<file path="config.mk">
export PLATFORM = sky130hd
export DESIGN_NAME = ola_cell
export DESIGN_NICKNAME = d
export VERILOG_FILES = /design/src/hdl/ola_pkg.sv /design/src/hdl/ola_cell.sv
export SDC_FILE = /design/constraint.sdc
export NUM_CORES = 1
export LEC_CHECK = 0
export ABC_AREA = 1
export BUFFER_PORTS_ARGS = -buffer_cell sky130_fd_sc_hd__buf_4
export CAP_MARGIN = 0
export CORE_AREA = 2 2 103 105
export DETAILED_ROUTE_END_ITERATION = 16
export DIE_AREA = 0 0 105 107
export PLACE_DENSITY_LB_ADDON = 0.2
export SETUP_SLACK_MARGIN = 0.05
export SYNTH_ARGS = -nofsm -noshare
export SYNTH_HDL_FRONTEND = slang
export SYNTH_SLANG_ARGS = --single-unit
</file>
<file path="constraint.sdc">
create_clock -name clk_i -period 18.2 [get_ports clk_i]
set_clock_uncertainty 0.05 [all_clocks]
set_input_delay 1.82 -clock clk_i [delete_from_list [all_inputs] [get_ports clk_i]]
set_output_delay 1.82 -clock clk_i [all_outputs]
set_load 0.02 [all_outputs]
</file>
<file path="src/hdl/ola_pkg.sv">
// shared types and constants for the ordered array list
// no dependencies
package ola_pkg;

  localparam int unsigned CAPACITY_DEF = 64;
  localparam int unsigned WORD_W       = 64;
  localparam int unsigned POS_W        = 8;
  localparam int unsigned TYPE_W       = 3;
  localparam int unsigned STATUS_W     = 2;
  localparam int unsigned GROUP_SIZE   = 32;
  localparam int unsigned GROUP_LOG    = 5;

  typedef enum logic [TYPE_W-1:0] {
    OP_PUSH   = 3'd0,
    OP_POP    = 3'd1,
    OP_INSERT = 3'd2,
    OP_REMOVE = 3'd3,
    OP_GET    = 3'd4
  } op_e;

  typedef enum logic [STATUS_W-1:0] {
    ST_OK    = 2'd0,
    ST_RANGE = 2'd1,
    ST_FULL  = 2'd2
  } status_e;

  // broadcast to every cell of the chain
  typedef struct packed {
    logic ins;
    logic rem;
  } cell_cmd_t;

endpackage

</file>
<file path="src/hdl/ola_cell.sv">
// one entry cell of the list chain: holds a word, takes from a neighbor on shifts
// depends on ola_pkg
module ola_cell #(
  parameter int unsigned CellIdx = 0,
  parameter int unsigned CntW    = 7
) (
  input  logic                      clk_i,
  input  ola_pkg::cell_cmd_t        cmd_i,
  input  logic [CntW-1:0]           pos_i,
  input  logic [ola_pkg::WORD_W-1:0] word_i,
  input  logic [ola_pkg::WORD_W-1:0] lo_i,
  input  logic [ola_pkg::WORD_W-1:0] hi_i,
  output logic [ola_pkg::WORD_W-1:0] data_o
);
  import ola_pkg::*;

  localparam logic [CntW-1:0] MyIdx = CntW'(CellIdx);

  logic [WORD_W-1:0] data_d, data_q;

  always_comb begin
    data_d = data_q;
    if (cmd_i.ins) begin
      if (MyIdx == pos_i) begin
        data_d = word_i;
      end else if (MyIdx > pos_i) begin
        // open a gap: take the lower neighbor
        data_d = lo_i;
      end
    end else if (cmd_i.rem && (MyIdx >= pos_i)) begin
      // close the gap: take the upper neighbor
      data_d = hi_i;
    end
  end

  always_ff @(posedge clk_i) begin
    data_q <= data_d;
  end

  assign data_o = data_q;

endmodule

</file>
==> results.md, run 1 <==
- The total number of vias is 4575.
- The CTS tree is yes.
- In this run the post-CTS setup repair buffer count came out at 0.
- After clock tree synthesis, the clock-pin slew on the worst setup and hold paths is 70 ps.
- The maximum frequency from static timing analysis is 267 MHz.
- The dominant register cell in the synthesized netlist is sky130_fd_sc_hd__edfxtp_1.
- Sequential cells were found to cover 46.1% of the synthesized design area.
- The initial antenna violation count is 0.
- Entering global routing, the biggest net connects 67 pins.
- The core region is 0.0101 mm².
- The synthesized design contains 64 enable-type register cells.
- Once the floorplan was initialized, standard cells occupied 41.3% of the core.
- Synthesis produced a netlist whose cell count is 565.
- The number of buffer cells added on primary ports is 265.
- The count of cells resized by post-cts repair is 0.
- The count of nets left with antenna violations after detail routing is 0.
- The share of post-route cells with drive strength above 1 is 35.4%.
- The post-synthesis average cell area is 7.39 µm².
- The post-synthesis cell type count is 17.
- The number of core rows is 37.
- The clock passes through at most 2 buffers.
- The total global-route track usage is 23.3%.
- The register with the most flip-flops in the layout has 64 of them.
- Once placement finished, the instance area stood at 0.00612 mm².
- The number of sinks handled by clock tree synthesis is 64.
- The global-route wire length before repair is 20800 µm.
- The worst-case IR drop observed on VDD is 0.0274 mV.
- The Yosys step of the flow raised 0 warnings.
- Clock tree synthesis selected as its root buffer the cell sky130_fd_sc_hd__clkbuf_8.
- The first routing iteration left 275 violations.
- The share of synthesized flip-flops with an asynchronous set or reset is 0%.
- The flow ran to the end, and the final reports show no timing, DRC or antenna violations.
- The worst setup path is captured at a flip-flop.
- The sum of overflow across all layers after global routing is 0.
- The number of levels in the clock H-tree is 3.
- The number of DRC violations after detailed routing is 0.
- The per-cell via count in the routed design is 4.83.
- The total leakage power is 3.26 nW.
- The final net count is 1009.
- The clock period minus final worst setup slack is 3740 ps.
- For hold timing, the worst endpoint is data_o[3]$_DFFE_PP_.
- The critical path launch point type is an input pin.
- The final critical path takes up 20.6% of the cycle.
- The area share of the largest cell type after synthesis is 46.1%.
- The synthesized netlist occupies a cell area of 0.00417 mm².
- The floorplan step defined a die boundary enclosing 0.0112 mm².
- The total clock buffers created by CTS is 9.
- The number of nets handed over by synthesis was 767.
- Dividing total power by cell area gives a power density of 53.3 mW/mm².
- The critical path is of the input pin to flip-flop type.
- Summed over all layers, the routed wires come to 13500 µm.
- Counting the fill cells in the layout gives 939.
- The floorplan die width is 105 µm.
- In this run the count of I/O pins placed on the die edge is 266.
- The number of setup violations in the final report is 0.
- Detailed placement ended at an HPWL of 9200 µm.
- Setup repair after global routing left no endpoint under its margin.
- The max-slew violation total from the final report was 0.
- The data arrival time of the critical path is 3780 ps.
- The data required time of the worst path is 18240 ps.
- The synthesis-to-finish area growth is 50.1%.
- 0 antenna diodes ended up in the layout.
- The vertical die dimension is 107 µm.
- The routability congestion estimate is 0.796.
- The synthesized design spends more area on one cell type than any other, namely sky130_fd_sc_hd__edfxtp_1.
- The flip-flop and latch count after synthesis is 64.
- The worst pin sits at a relative slew slack of 24.0%.
- The count of max-cap constraint violations is 0.
- The transition time of the tightest slew-check pin is 1140 ps.
- The detail-routed net length per standard cell is 14.2 µm.
- On the worst path, the slowest cell contributes a delay of 900 ps.
- The worst hold path passes through 3 cells.
- The total iterations of the first detailed-routing run is 5.
- The maximum fanout along the worst path is 66.
- The critical-path cell with the highest stage delay is sky130_fd_sc_hd__inv_2.
- The startpoint identified for the worst hold timing path is hi_i[3].
- The final-layout setup total negative slack is 0 ps.
- Yosys attributes the largest share of cell area to sky130_fd_sc_hd__edfxtp_1 (46%), sky130_fd_sc_hd__nand3_1 (15%), sky130_fd_sc_hd__nand2_1 (12%), sky130_fd_sc_hd__inv_1 (12%), sky130_fd_sc_hd__o21ai_1 (6.4%).
- The via count of the first global-routing pass was 4300.
- The worst min-delay path class is input pin to flip-flop.
- Walking the worst path, the cells encountered are buf_4 -> nor2_1 -> nand2_2 -> buf_4 -> inv_2 -> nand3_1 -> nand3_1 -> nand2_1.
- The number of hold buffers added after CTS was 0.
- The final count of hold timing violations came to 0.
- The post-route cell area is 0.00626 mm².
logic make-up (layout without fill, tap and decap cells):
kind of cell / count (synthesis) / count (layout) / synth area share, %
and+or+nand+nor: 265 / 265 / 27.9
AOI/OAI and AO/OA: 64 / 64 / 7.77
DFF: 64 / 64 / 46.1
buffers and inverters: 172 / 418 / 18.3
cell usage in the layout, fill, tap and decap left out, drive strengths merged:
cell,n
buf,270
nand2,131
clkbuf,13
inv,133
clkinv,2
nand3,128
nor2,5
nor3,1
edfxtp,64
o21ai,64
cell usage after synthesis, types with 3 or more instances:
cell type                  count
sky130_fd_sc_hd__nand2_1     131
sky130_fd_sc_hd__inv_1       130
sky130_fd_sc_hd__nand3_1     128
sky130_fd_sc_hd__edfxtp_1     64
sky130_fd_sc_hd__o21ai_1      53
sky130_fd_sc_hd__buf_2        17
sky130_fd_sc_hd__buf_6        11
sky130_fd_sc_hd__o21ai_0      10
sky130_fd_sc_hd__clkbuf_1      8
sky130_fd_sc_hd__nor2_1        4
sky130_fd_sc_hd__inv_2         3
worst max-delay path: cells and delay by family:
kind / cells / cell delay, ps
and+or+nand+nor: 5 / 580
buffers and inverters: 3 / 1360
cell type report:
type | count | area (µm²) | area share (%)
clock buffer | 13 | 139 | 2.22
clock inverter | 2 | 7.51 | 0.120
inverter | 133 | 499 | 7.97
multi-input combinational | 329 | 1500 | 23.9
sequential | 64 | 1920 | 30.7
tap | 136 | 170 | 2.72
timing repair buffer | 270 | 2030 | 32.4
power by group:
part | internal [W] | switching, W | leakage [nW]
clock network | 0.0000481 | 0.0000518 | 0.0726
logic | 0.0000383 | 0.0000311 | 2.63
registers | 0.000164 | 0.000000227 | 0.556
total | 0.000251 | 0.0000832 | 3.26
per-layer routing:
layer / up-vias / global-route usage, % / part of all wire (%)
met2: 211 / 40.7 / 51
li1: 2271 / - / -
met1: 2066 / 27.7 / 38
met4: 0 / 10.2 / 2.8
met5: - / 0 / 0
met3: 27 / 4.68 / 7.8
how the worst max path moves through the flow:
| stage | slack (ps) | cells past startpoint | from | to |
|---|---|---|---|---|
| floorplan | 10920 | 5 | pos_i[6] | data_o[0]$_DFFE_PP_ |
| global placement | 14160 | 8 | pos_i[5] | data_o[29]$_DFFE_PP_ |
| detailed placement | 14130 | 8 | pos_i[3] | data_o[35]$_DFFE_PP_ |
| CTS | 14490 | 8 | pos_i[3] | data_o[35]$_DFFE_PP_ |
| global route | 14250 | 8 | pos_i[3] | data_o[63]$_DFFE_PP_ |
| finish | 14460 | 8 | pos_i[3] | data_o[35]$_DFFE_PP_ |
per-stage QoR:
| stage | utilization, % | setup slack (ps) | hold WS, ps | total power, W | instances |
|---|---|---|---|---|---|
| 6_report | 62.1 | 14460 | 1700 | 0.000334 | 947 |
| 2_1_floorplan | - | 10920 | 1960 | 0.000198 | 565 |
| 3_3_place_gp | 60.6 | 14160 | 2040 | 0.000236 | 932 |
| 3_5_place_dp | 60.6 | 14130 | 2050 | 0.000237 | 932 |
| 4_1_cts | 62.1 | 14490 | 1690 | 0.000336 | 947 |
| 5_1_grt | 62.1 | 14250 | 1710 | 0.000349 | 947 |
Power figures use the tool's default switching activity.
==> run 2, diff against run 1 <==
--- a/config.mk
+++ b/config.mk
@@ -8,9 +8,9 @@
 export ABC_AREA = 1
 export BUFFER_PORTS_ARGS = -buffer_cell sky130_fd_sc_hd__buf_4
 export CAP_MARGIN = 0
-export CORE_AREA = 2 2 103 105
+export CORE_MARGIN = 2
+export CORE_UTILIZATION = 39
 export DETAILED_ROUTE_END_ITERATION = 16
-export DIE_AREA = 0 0 105 107
 export PLACE_DENSITY_LB_ADDON = 0.2
 export SETUP_SLACK_MARGIN = 0.05
 export SYNTH_ARGS = -nofsm -noshare
==> constraint.sdc (replaced) <==
create_clock -name clk_i -period 3.4 [get_ports clk_i]
set_clock_uncertainty 0.05 [all_clocks]
set_input_delay 0.34 -clock clk_i [delete_from_list [all_inputs] [get_ports clk_i]]
set_output_delay 0.34 -clock clk_i [all_outputs]
set_load 0.02 [all_outputs]
==> run 2 against run 1 <==
Total power grew to 5.6 times the previous value; clock power grew to 6.0 times the previous value; non-clock buffer count is 1 higher; critical path depth is 3 lower; first-iteration DRC count is 6.9% higher; final cell count is 0.11% higher; sequential power grew to 5.4 times the previous value; critical path type unchanged.
==> results.md, run 2 (synthesis results as in run 1) <==
- Cells fill 60.9% of the core in the end.
- The critical path's largest stage delay is 420 ps.
- The data required time of the worst path is 3330 ps.
- Combinational logic burns 20.3% of the power.
- The overall die area is 0.0115 mm².
- The total routed wire length on the met1 layer is 5070 µm.
- In this run the power density over the cells is 294 mW/mm².
- The vertical die dimension is 107 µm.
- The sequential power share is 47.4%.
- The most numerous cell type found on the critical path is sky130_fd_sc_hd__buf_4.
- Once layout is done, the placed cells without fillers occupy 0.00632 mm².
- The flip-flop count of the largest register, all copies and words added is 64.
- The detail-routed net length per standard cell is 14.3 µm.
- The via count of the first global-routing pass is 4440.
- The final-layout setup total negative slack is 0 ps.
- The buffer cell driving the clock tree root is sky130_fd_sc_hd__clkbuf_8.
- The pre-antenna-repair detailed-routing pass consisted of 5 iterations.
- Once the floorplan was initialized, standard cells occupied 40.2% of the core.
- The total design power is 0.00186 W.
- In this run the static leakage power is 3.29 nW.
- The most common cell after layout, fill and taps aside is sky130_fd_sc_hd__buf_4.
- The count of cells resized by post-cts repair is 0.
- The number of setup violations in the final report is 0.
- In this run, the number of DRC markers left after iteration 0 of detailed routing was 294.
- At the pin with the least slew margin, the transition time is 1130 ps.
- The maximum fanout along the worst path is 34.
- The switching power of the nets is 0.000441 W.
- Setup repair after global routing left no endpoint under its margin.
- In the layout the commonest cells are sky130_fd_sc_hd__buf_4 (270), sky130_fd_sc_hd__inv_1 (130), sky130_fd_sc_hd__nand2_1 (129).
- The max-slew violation total from the final report is 0.
- The clock passes through at most 2 buffers.
- Entering global routing, the biggest net connects 66 pins.
- After detailed routing, the total wire length is 13600 µm.
- The final count of hold timing violations is 0.
- The clock power share is 32.2%.
- The count of non-filler cells in the finished layout is 948.
- The layout filler cell count is 967.
- The worst-case IR drop observed on VDD is 0.151 mV.
- The number of core rows is 37.
- The number of buffer cells added on primary ports is 265.
- The number of diodes added for antenna fixing is 0.
- The count of max-cap constraint violations is 0.
- At the end of the flow, the number of nets in the layout was 1010.
- For this design, the slowest cell found on the critical path is sky130_fd_sc_hd__buf_4.
- The CTS tree is yes.
- The cts-stage hold buffer count is 0.
- The synthesis-to-finish area growth is 51.4%.
- The routed design uses 6680 µm of met2 wire.
- The total number of vias is 4582.
- The met3 layer wire length in the routed design is 1520 µm.
- Net switching is 23.8% of the power.
- Cell internal power was estimated by the tool at 0.00141 W.
- The placeable core region is 0.0104 mm².
- Static timing analysis puts the maximum clock frequency at 552 MHz.
- The clock drives 64 sinks.
- The placed wire-length estimate after detailed placement is 9800 µm.
- The clock slew seen by the registers of the worst setup and hold paths is 60 ps.
- The signal on the critical path passes through buf_4 -> nor2_1 -> nand2_2 -> nor3_4 -> buf_4.
- Cells with a size suffix above 1 make up 36.0% of the layout.
- The global-route wire length before repair is 21200 µm.
- The total global-route track usage is 23.4%.
- The flow ran to the end, and the final reports show no timing, DRC or antenna violations.
- The worst min-delay path class is input pin to flip-flop.
- After layout, the minimum clock period comes to 1810 ps.
- The per-cell via count in the routed design is 4.83.
- The top-level I/O count is 266.
- The total overflow left after global routing is 0.
- In the routed design, unresolved DRC markers number 0.
- The placed instances occupy a cell area of 0.00614 mm².
- The worst setup path is launched from an input pin.
- The count of buffers added by post-CTS timing repair for setup is 0.
- Dividing the final minimum period by the clock period gives 53.3%.
- After detailed placement, the design holds a cell count of 933.
- The kind of end point of the critical path is a flip-flop.
- The normalized max-slew margin is 24.4%.
- The clock tree synthesis step divided the H-tree into 3 levels.
- The initial antenna violation count came to 0.
- The routability congestion estimate is 0.838.
- The data arrival time of the critical path is 1740 ps.
- The floorplan die width is 107 µm.
- The highest signal layer in the routed design is met4.
- The count of nets left with antenna violations after detail routing is 0.
- The worst setup path category is input pin to flip-flop.
- The total clock buffers created by CTS is 9.
==> run 2: cell count changes in the layout (fill, tap and decap cells not counted) <==
cell,previous run,this run
sky130_fd_sc_hd__buf_12,0,1
sky130_fd_sc_hd__bufinv_16,0,1
sky130_fd_sc_hd__clkbuf_1,4,1
sky130_fd_sc_hd__clkinv_1,2,1
sky130_fd_sc_hd__clkinv_2,0,3
sky130_fd_sc_hd__nor3_2,1,0
sky130_fd_sc_hd__nor3_4,0,1
==> run 2: layout make-up <==
type | count | area [µm²] | area share (%)
Inverter | 133 | 499 | 7.90
Tap cell | 136 | 170 | 2.69
Multi-Input combinational cell | 329 | 1500 | 23.8
Sequential cell | 64 | 1920 | 30.4
Timing Repair Buffer | 271 | 2050 | 32.4
Clock buffer | 10 | 128 | 2.02
Clock inverter | 5 | 48.8 | 0.772
==> run 2: critical path, delay by kind of cell <==
family,cells,cell delay [ps]
buffers and inverters,2,530
and+or+nand+nor,3,840
==> run 2: metal layers <==
| layer | vias to the layer above | GRT usage, % |
|---|---|---|
| li1 | 2273 | - |
| met1 | 2016 | 28.6 |
| met2 | 266 | 40.2 |
| met3 | 27 | 6.23 |
| met4 | 0 | 7.97 |
| met5 | - | 0 |
==> run 2: final timing paths <==
kind / from / to / cells past startpoint / slack [ps]
setup / recovery: pos_i[6] / data_o[52]$_DFFE_PP_ / 5 / 1590
hold / removal: hi_i[62] / data_o[62]$_DFFE_PP_ / 3 / 240
==> run 2: power by group through the flow <==
stage	clock, W	sequential, W	combinational (W)
floorplan	0	0.000903	0.000158
global placement	0	0.000898	0.000370
detailed placement	0	0.000898	0.000376
CTS	0.000615	0.000880	0.000377
global route	0.000648	0.000880	0.000421
finish	0.000598	0.000880	0.000377
==> run 2: through the flow <==
stage	hold WS, ps	worst slack, ps
6_report	237	1590
5_1_grt	222	1370
4_1_cts	219	1590
3_5_place_dp	566	1240
3_3_place_gp	562	1250
2_1_floorplan	476	559
